===== src/hdl/bsvm_pkg.sv =====
package bsvm_pkg;

   localparam int STACK_DEPTH_DEF = 1024;
   localparam int ADDR_W          = 17;
   localparam int LANES           = 8;
   localparam int KIND_W          = 4;
   localparam int REQ_TDATA_W     = 104;
   localparam int RSP_TDATA_W     = 88;

   typedef enum logic [3:0] {
      K_NOOP       = 4'd0,
      K_JUMP       = 4'd1,
      K_POP        = 4'd2,
      K_PUSH_LIT   = 4'd3,
      K_PUSH_LOCAL = 4'd4,
      K_COPY       = 4'd5,
      K_STORE      = 4'd6,
      K_ADD        = 4'd7,
      K_JGE32      = 4'd8,
      K_OUT        = 4'd9,
      K_EXIT       = 4'd10,
      K_UNKNOWN    = 4'd11
   } kind_type;

   typedef enum logic [1:0] {
      ERR_NONE      = 2'd0,
      ERR_UNKNOWN   = 2'd1,
      ERR_OVERFLOW  = 2'd2,
      ERR_UNDERFLOW = 2'd3
   } err_type;

   typedef enum logic [1:0] {
      ST_CLEAR,
      ST_READ,
      ST_EXEC
   } state_type;

   typedef struct packed {
      logic [15:0] pc;
      kind_type    kind;
      logic [1:0]  size_code;
      logic [3:0]  nbytes;
      logic [4:0]  pop_bytes;
      logic        grow;
      logic [15:0] offset;
      logic [63:0] literal;
   } item_type;

   typedef struct packed {
      logic pop;
      logic clearing;
   } q_ctl_type;

   function automatic logic [63:0] sext(input logic [63:0] v, input logic [1:0] sc);
      logic [63:0] r;
      unique case (sc)
         2'd0:    r = {{56{v[7]}}, v[7:0]};
         2'd1:    r = {{48{v[15]}}, v[15:0]};
         2'd2:    r = {{32{v[31]}}, v[31:0]};
         default: r = v;
      endcase
      return r;
   endfunction

endpackage


===== src/hdl/bsvm_front.sv =====
module bsvm_front (
   input  logic                              clock,
   input  logic                              reset,
   input  logic                              req_tvalid,
   output logic                              req_tready,
   input  logic [bsvm_pkg::REQ_TDATA_W-1:0]  req_tdata,
   input  logic [bsvm_pkg::KIND_W-1:0]       req_tuser,
   input  bsvm_pkg::q_ctl_type               ctl,
   output logic                              head_valid,
   output bsvm_pkg::item_type                head
);

   bsvm_pkg::item_type dec;
   bsvm_pkg::item_type q_ff [2];
   logic               wr_ptr_ff, wr_ptr_in;
   logic               rd_ptr_ff, rd_ptr_in;
   logic [1:0]         count_ff, count_in;
   logic               push;

   always_comb begin
      dec.pc        = req_tdata[15:0];
      dec.size_code = req_tdata[17:16];
      dec.offset    = req_tdata[33:18];
      dec.literal   = req_tdata[97:34];
      dec.nbytes    = 4'd1 << dec.size_code;
      unique case (req_tuser)
         4'd0:    dec.kind = bsvm_pkg::K_NOOP;
         4'd1:    dec.kind = bsvm_pkg::K_JUMP;
         4'd2:    dec.kind = bsvm_pkg::K_POP;
         4'd3:    dec.kind = bsvm_pkg::K_PUSH_LIT;
         4'd4:    dec.kind = bsvm_pkg::K_PUSH_LOCAL;
         4'd5:    dec.kind = bsvm_pkg::K_COPY;
         4'd6:    dec.kind = bsvm_pkg::K_STORE;
         4'd7:    dec.kind = bsvm_pkg::K_ADD;
         4'd8:    dec.kind = bsvm_pkg::K_JGE32;
         4'd9:    dec.kind = bsvm_pkg::K_OUT;
         4'd10:   dec.kind = bsvm_pkg::K_EXIT;
         default: dec.kind = bsvm_pkg::K_UNKNOWN;
      endcase
      // bytes the instruction must find on the stack
      unique case (dec.kind)
         bsvm_pkg::K_POP, bsvm_pkg::K_COPY, bsvm_pkg::K_STORE, bsvm_pkg::K_OUT:
            dec.pop_bytes = {1'b0, dec.nbytes};
         bsvm_pkg::K_ADD:   dec.pop_bytes = {dec.nbytes, 1'b0};
         bsvm_pkg::K_JGE32: dec.pop_bytes = 5'd8;
         default:           dec.pop_bytes = 5'd0;
      endcase
      dec.grow = (dec.kind == bsvm_pkg::K_PUSH_LIT) || (dec.kind == bsvm_pkg::K_PUSH_LOCAL) ||
                 (dec.kind == bsvm_pkg::K_COPY);
   end

   assign req_tready = (count_ff != 2'd2) && !ctl.clearing;
   assign push       = req_tvalid && req_tready;
   assign head_valid = (count_ff != 2'd0);
   assign head       = q_ff[rd_ptr_ff];

   always_comb begin
      wr_ptr_in = push ? ~wr_ptr_ff : wr_ptr_ff;
      rd_ptr_in = ctl.pop ? ~rd_ptr_ff : rd_ptr_ff;
      count_in  = count_ff + {1'b0, push} - {1'b0, ctl.pop};
   end

   always_ff @(posedge clock) begin
      if (reset) begin
         wr_ptr_ff <= 1'b0;
         rd_ptr_ff <= 1'b0;
         count_ff  <= 2'd0;
      end else begin
         wr_ptr_ff <= wr_ptr_in;
         rd_ptr_ff <= rd_ptr_in;
         count_ff  <= count_in;
      end
   end

   always_ff @(posedge clock) begin
      if (push) begin
         q_ff[wr_ptr_ff] <= dec;
      end
   end

endmodule


===== config.mk =====
export PLATFORM = sky130hd
export DESIGN_NAME = bsvm_front
export DESIGN_NICKNAME = d
export VERILOG_FILES = /design/src/hdl/bsvm_pkg.sv /design/src/hdl/bsvm_front.sv
export SDC_FILE = /design/constraint.sdc
export NUM_CORES = 1
export LEC_CHECK = 0
export BUFFER_PORTS_ARGS = -buffer_cell sky130_fd_sc_hd__buf_2
export CAP_MARGIN = 20
export CORE_MARGIN = 4
export CORE_UTILIZATION = 45
export CTS_BUF_LIST = sky130_fd_sc_hd__clkbuf_16
export CTS_CLUSTER_SIZE = 24
export DETAILED_ROUTE_END_ITERATION = 6
export GPL_ROUTABILITY_DRIVEN = 0
export HOLD_SLACK_MARGIN = 0.12
export PLACE_DENSITY = 0.75
export SLEW_MARGIN = 20
export SYNTH_ARGS = -nofsm -noshare
export SYNTH_HDL_FRONTEND = slang
export SYNTH_SLANG_ARGS = --single-unit

===== constraint.sdc =====
create_clock -name clock -period 9.2 [get_ports clock]
set_input_delay 0.46 -clock clock [delete_from_list [all_inputs] [get_ports clock]]
set_output_delay 0.46 -clock clock [all_outputs]
set_load 0.01 [all_outputs]

==> results.md <==
* Status: finished clean
* Main combinational cell family by area after synthesis: multiplexers
* Overflow after GRT at 0
* CP endpoint kind: primary output
* RSZ-0062 raised after global routing: no
* Maximum fanout along the worst path at 67
* CP bufs+invs at 2
* Largest net degree at the start of global routing at just under 70
* Worst skew pair latency at 0.50 ns
* TritonCTS clock tree: yes
* Slew margin rel. at 41.3%
* Crit-path leading delay family: buffers and inverters
* Root Driver: clkbuf_16
* Compound-cell area share of the yosys netlist at 1.01%
* Final net count at 776
* CTS sink count at about 230
* Max Slew Vio Count at 0
* Chip height at 146 um
* Die footprint at 21,200 um2
* Worst Hold Class: input pin to flip-flop
* CP startpoint kind: flip-flop
* Hold WS at 0.149 ns
* Pwr dens at 219 nW/um2
* Syn Area/Cell at 20.8 um2
* PostCTS Resize Cnt at 0
* Reg-to-Reg End: q_ff[0][45]$_DFFE_PP_
* Fmax at 316 MHz
* Register-to-Register Path Depth at 4
* DRT antenna net count at 0
* H-tree Lvls at 1
* Postcts setup bufs at 0
* Hold Crit Depth at 1
* Cell Int Power at 1.86 mW
* Vias in the first global route at 5,009
* Worst R2R Setup Slack at 6.47 ns
* Drt drc at 0
* Synth Area in Simple Gates at 2.04%
* Synth Warn # at 0
* Core Util, Final at slightly below 60%
* Combinational Power Share at 9.6%
* HP Start: req_tdata[75]
* Initial antenna violation count at 1
* Pleak at 4.03 nW
* R2R Path Start: count_ff[1]$_SDFF_PP0_
* Clk buf depth at 3
* Core area at 18,700 um2
* Max cap viols at 0
* Sequential cell area fraction in the yosys report at 80.0%
* Final cycle utilization of the critical path at 34.4%
* Crit path kind: flip-flop to primary output
* Std cell rows at 50
* Gr usage total at 15.1%
* Max IR drop VDD at 0.138 mV
* Psw at 512 uW
* Number of port buffers at 220
* CTS clk-pin slew, worst paths at 0.06 ns
* Hpwl dp at 10,700 um
* Total CTS buffers at 24
* Worst hold endpoint: q_ff[0][41]$_DFFE_PP_
* WL final at 16,400 um
* Sw frac at a little over a fifth
* Initial DRC count at roughly 170
* Required @ worst endpoint at about 9 ns
* Final hold vios at 0
* Netlist Area Pre-Place at approximately 8500 um2
* Vias per cell at between 4 and 5
* Crit path time final at 3.16 ns
* Cells after Synth at 411
* Post-synthesis mux area share at 14.9%
* Area share of fa/ha/maj cells after synthesis at less than 1%
* Initial core utilization at 45.6%
* Routed wire per std cell at 18.0 um
* Worst Clk Skew at 0.00920 ns
* First-pass GRT wire length at 26,200 um
* Sequential power share at 51.4%
* Setup tns final at 0 ns
* FILL cells at 1,394
* Endpoints failing setup at 0
* Synth Area in XOR/XNOR at less than 1%
* Power share of the clock group at between 30% and 40%
* Vias at approximately 4,500
* Arr. time, crit path at 2.70 ns
* Post-Syn Nets at 526
* Slew @ Worst Pin at about 0.88 ns
* Crit-path cells: buf_4 -> mux2_2 -> buf_2
* Cell variety after synth at 36
* Die Span X at 146 um
* Flops & latches, synth at 229
* CP peak stage delay at 0.80 ns
* Number of top-level pins at 227
* Layout cells sized above 1 at 52.6%
* Critical Path Slowest Stage Cell: buf_4
* Drt pass-1 iters at 4
* Area Overhead vs Synth at 26.5%
worst max-delay path by stage:
stage,endpoint,from,depth (start not counted)
3_5_place_dp,q_ff[0][103]$_DFFE_PP_,ctl[0],4
6_report,head[87],flip-flop,3
5_1_grt,head[87],flip-flop,3
3_3_place_gp,q_ff[0][107]$_DFFE_PP_,ctl[0],4
4_1_cts,head[87],flip-flop,3
2_1_floorplan,q_ff[1][0]$_DFFE_PP_,ctl[0],2
Yosys cell counts, drive strengths merged:
cell type,instances,area [um2]
a21bo,1,10.0
a21boi,1,7.51
a21o,1,7.51
a21oi,3,18.8
a32oi,1,8.76
and2,1,6.26
and3,1,6.26
and3b,1,8.76
buf,15,97.6
dfxtp,5,100
edfxtp,224,6730
ha,2,25.0
inv,7,26.3
mux2,112,1260
mux2i,1,10.0
nand2,5,18.8
nand2b,3,18.8
nand3,1,5.00
nand3b,1,7.51
nor2,6,22.5
nor2b,5,31.3
nor3,1,5.00
nor3b,1,7.51
nor4,1,6.26
nor4bb,1,10.0
o21ai,1,8.76
o31ai,2,15.0
o32a,1,10.0
or2,1,6.26
or3,1,6.26
or4,1,7.51
xnor2,2,17.5
xor2,1,8.76
cell families (layout without fill, tap and decap cells):
| group | Yosys count | after routing |
|---|---|---|
| other | 0 | 1 |
| XOR/XNOR | 3 | 3 |
| flip-flops | 229 | 229 |
| buffers and inverters | 22 | 290 |
| AO/OA/AOI/OAI | 11 | 11 |
| multiplexers | 113 | 113 |
| adder cells (fa/ha/maj) | 2 | 2 |
| AND/OR/NAND/NOR | 31 | 31 |
power by group through the flow:
stage,sequential [mW],clock [mW],combinational [mW]
after floorplan,1.23,0,0.136
after global routing,1.22,0.994,0.249
after detailed placement,1.24,0,0.226
final,1.22,0.922,0.228
after global placement,1.24,0,0.219
after CTS,1.22,0.949,0.233
per-stage QoR:
step | power [mW] | worst slack (ns) | std cells | instance area, um2
2_1_floorplan | 1.37 | 5.37 | 411 | 8530
3_3_place_gp | 1.46 | 6.31 | 853 | 9860
3_5_place_dp | 1.47 | 6.24 | 853 | 9860
4_1_cts | 2.40 | 5.96 | 913 | 10800
5_1_grt | 2.47 | 5.85 | 914 | 10800
6_report | 2.37 | 6.04 | 914 | 10800
flip-flops by register name, indices dropped and copies added (netlist names), named ones only:
| signal | count |
|---|---|
| rd_ptr_ff | 1 |
| count_ff | 2 |
| wr_ptr_ff | 1 |
| q_ff | 224 |
repair_timing:
action	CTS	global route
hold endpoints to repair	30	0
hold buffers	16	0
setup endpoints to repair	0	0
layout make-up:
| cell class | count | area (um2) | share of cell area (%) |
|---|---|---|---|
| repair buffers | 239 | 1280 | 11.9 |
| well taps | 234 | 293 | 2.71 |
| diodes | 1 | 2.50 | 0.0232 |
| flip-flops and latches | 229 | 6830 | 63.3 |
| multi-input cells | 160 | 1590 | 14.7 |
| inverters | 7 | 28.8 | 0.267 |
| clock inverters | 19 | 145 | 1.34 |
| clock buffers | 25 | 626 | 5.79 |
cells in the final DEF, fill, tap and decap left out, types with 4 or more instances in the layout:
cell type      instances
clkinv_2               7
clkbuf_16             25
dlygate4sd3_1         16
mux2_1                22
dfxtp_1                4
edfxtp_1             224
inv_1                 11
mux2_2                90
nor2_1                 6
buf_2                220
nand2_1                5
nor2b_1                5
metal layers:
metal,GRT usage [%],part of all wire [%],vias up
li1,-,-,2112
met1,17.8,39,2238
met2,27.3,52,152
met3,4.05,6.8,30
met4,4.37,2.5,0
met5,0,0,-
(Power assumes the default switching activity.)
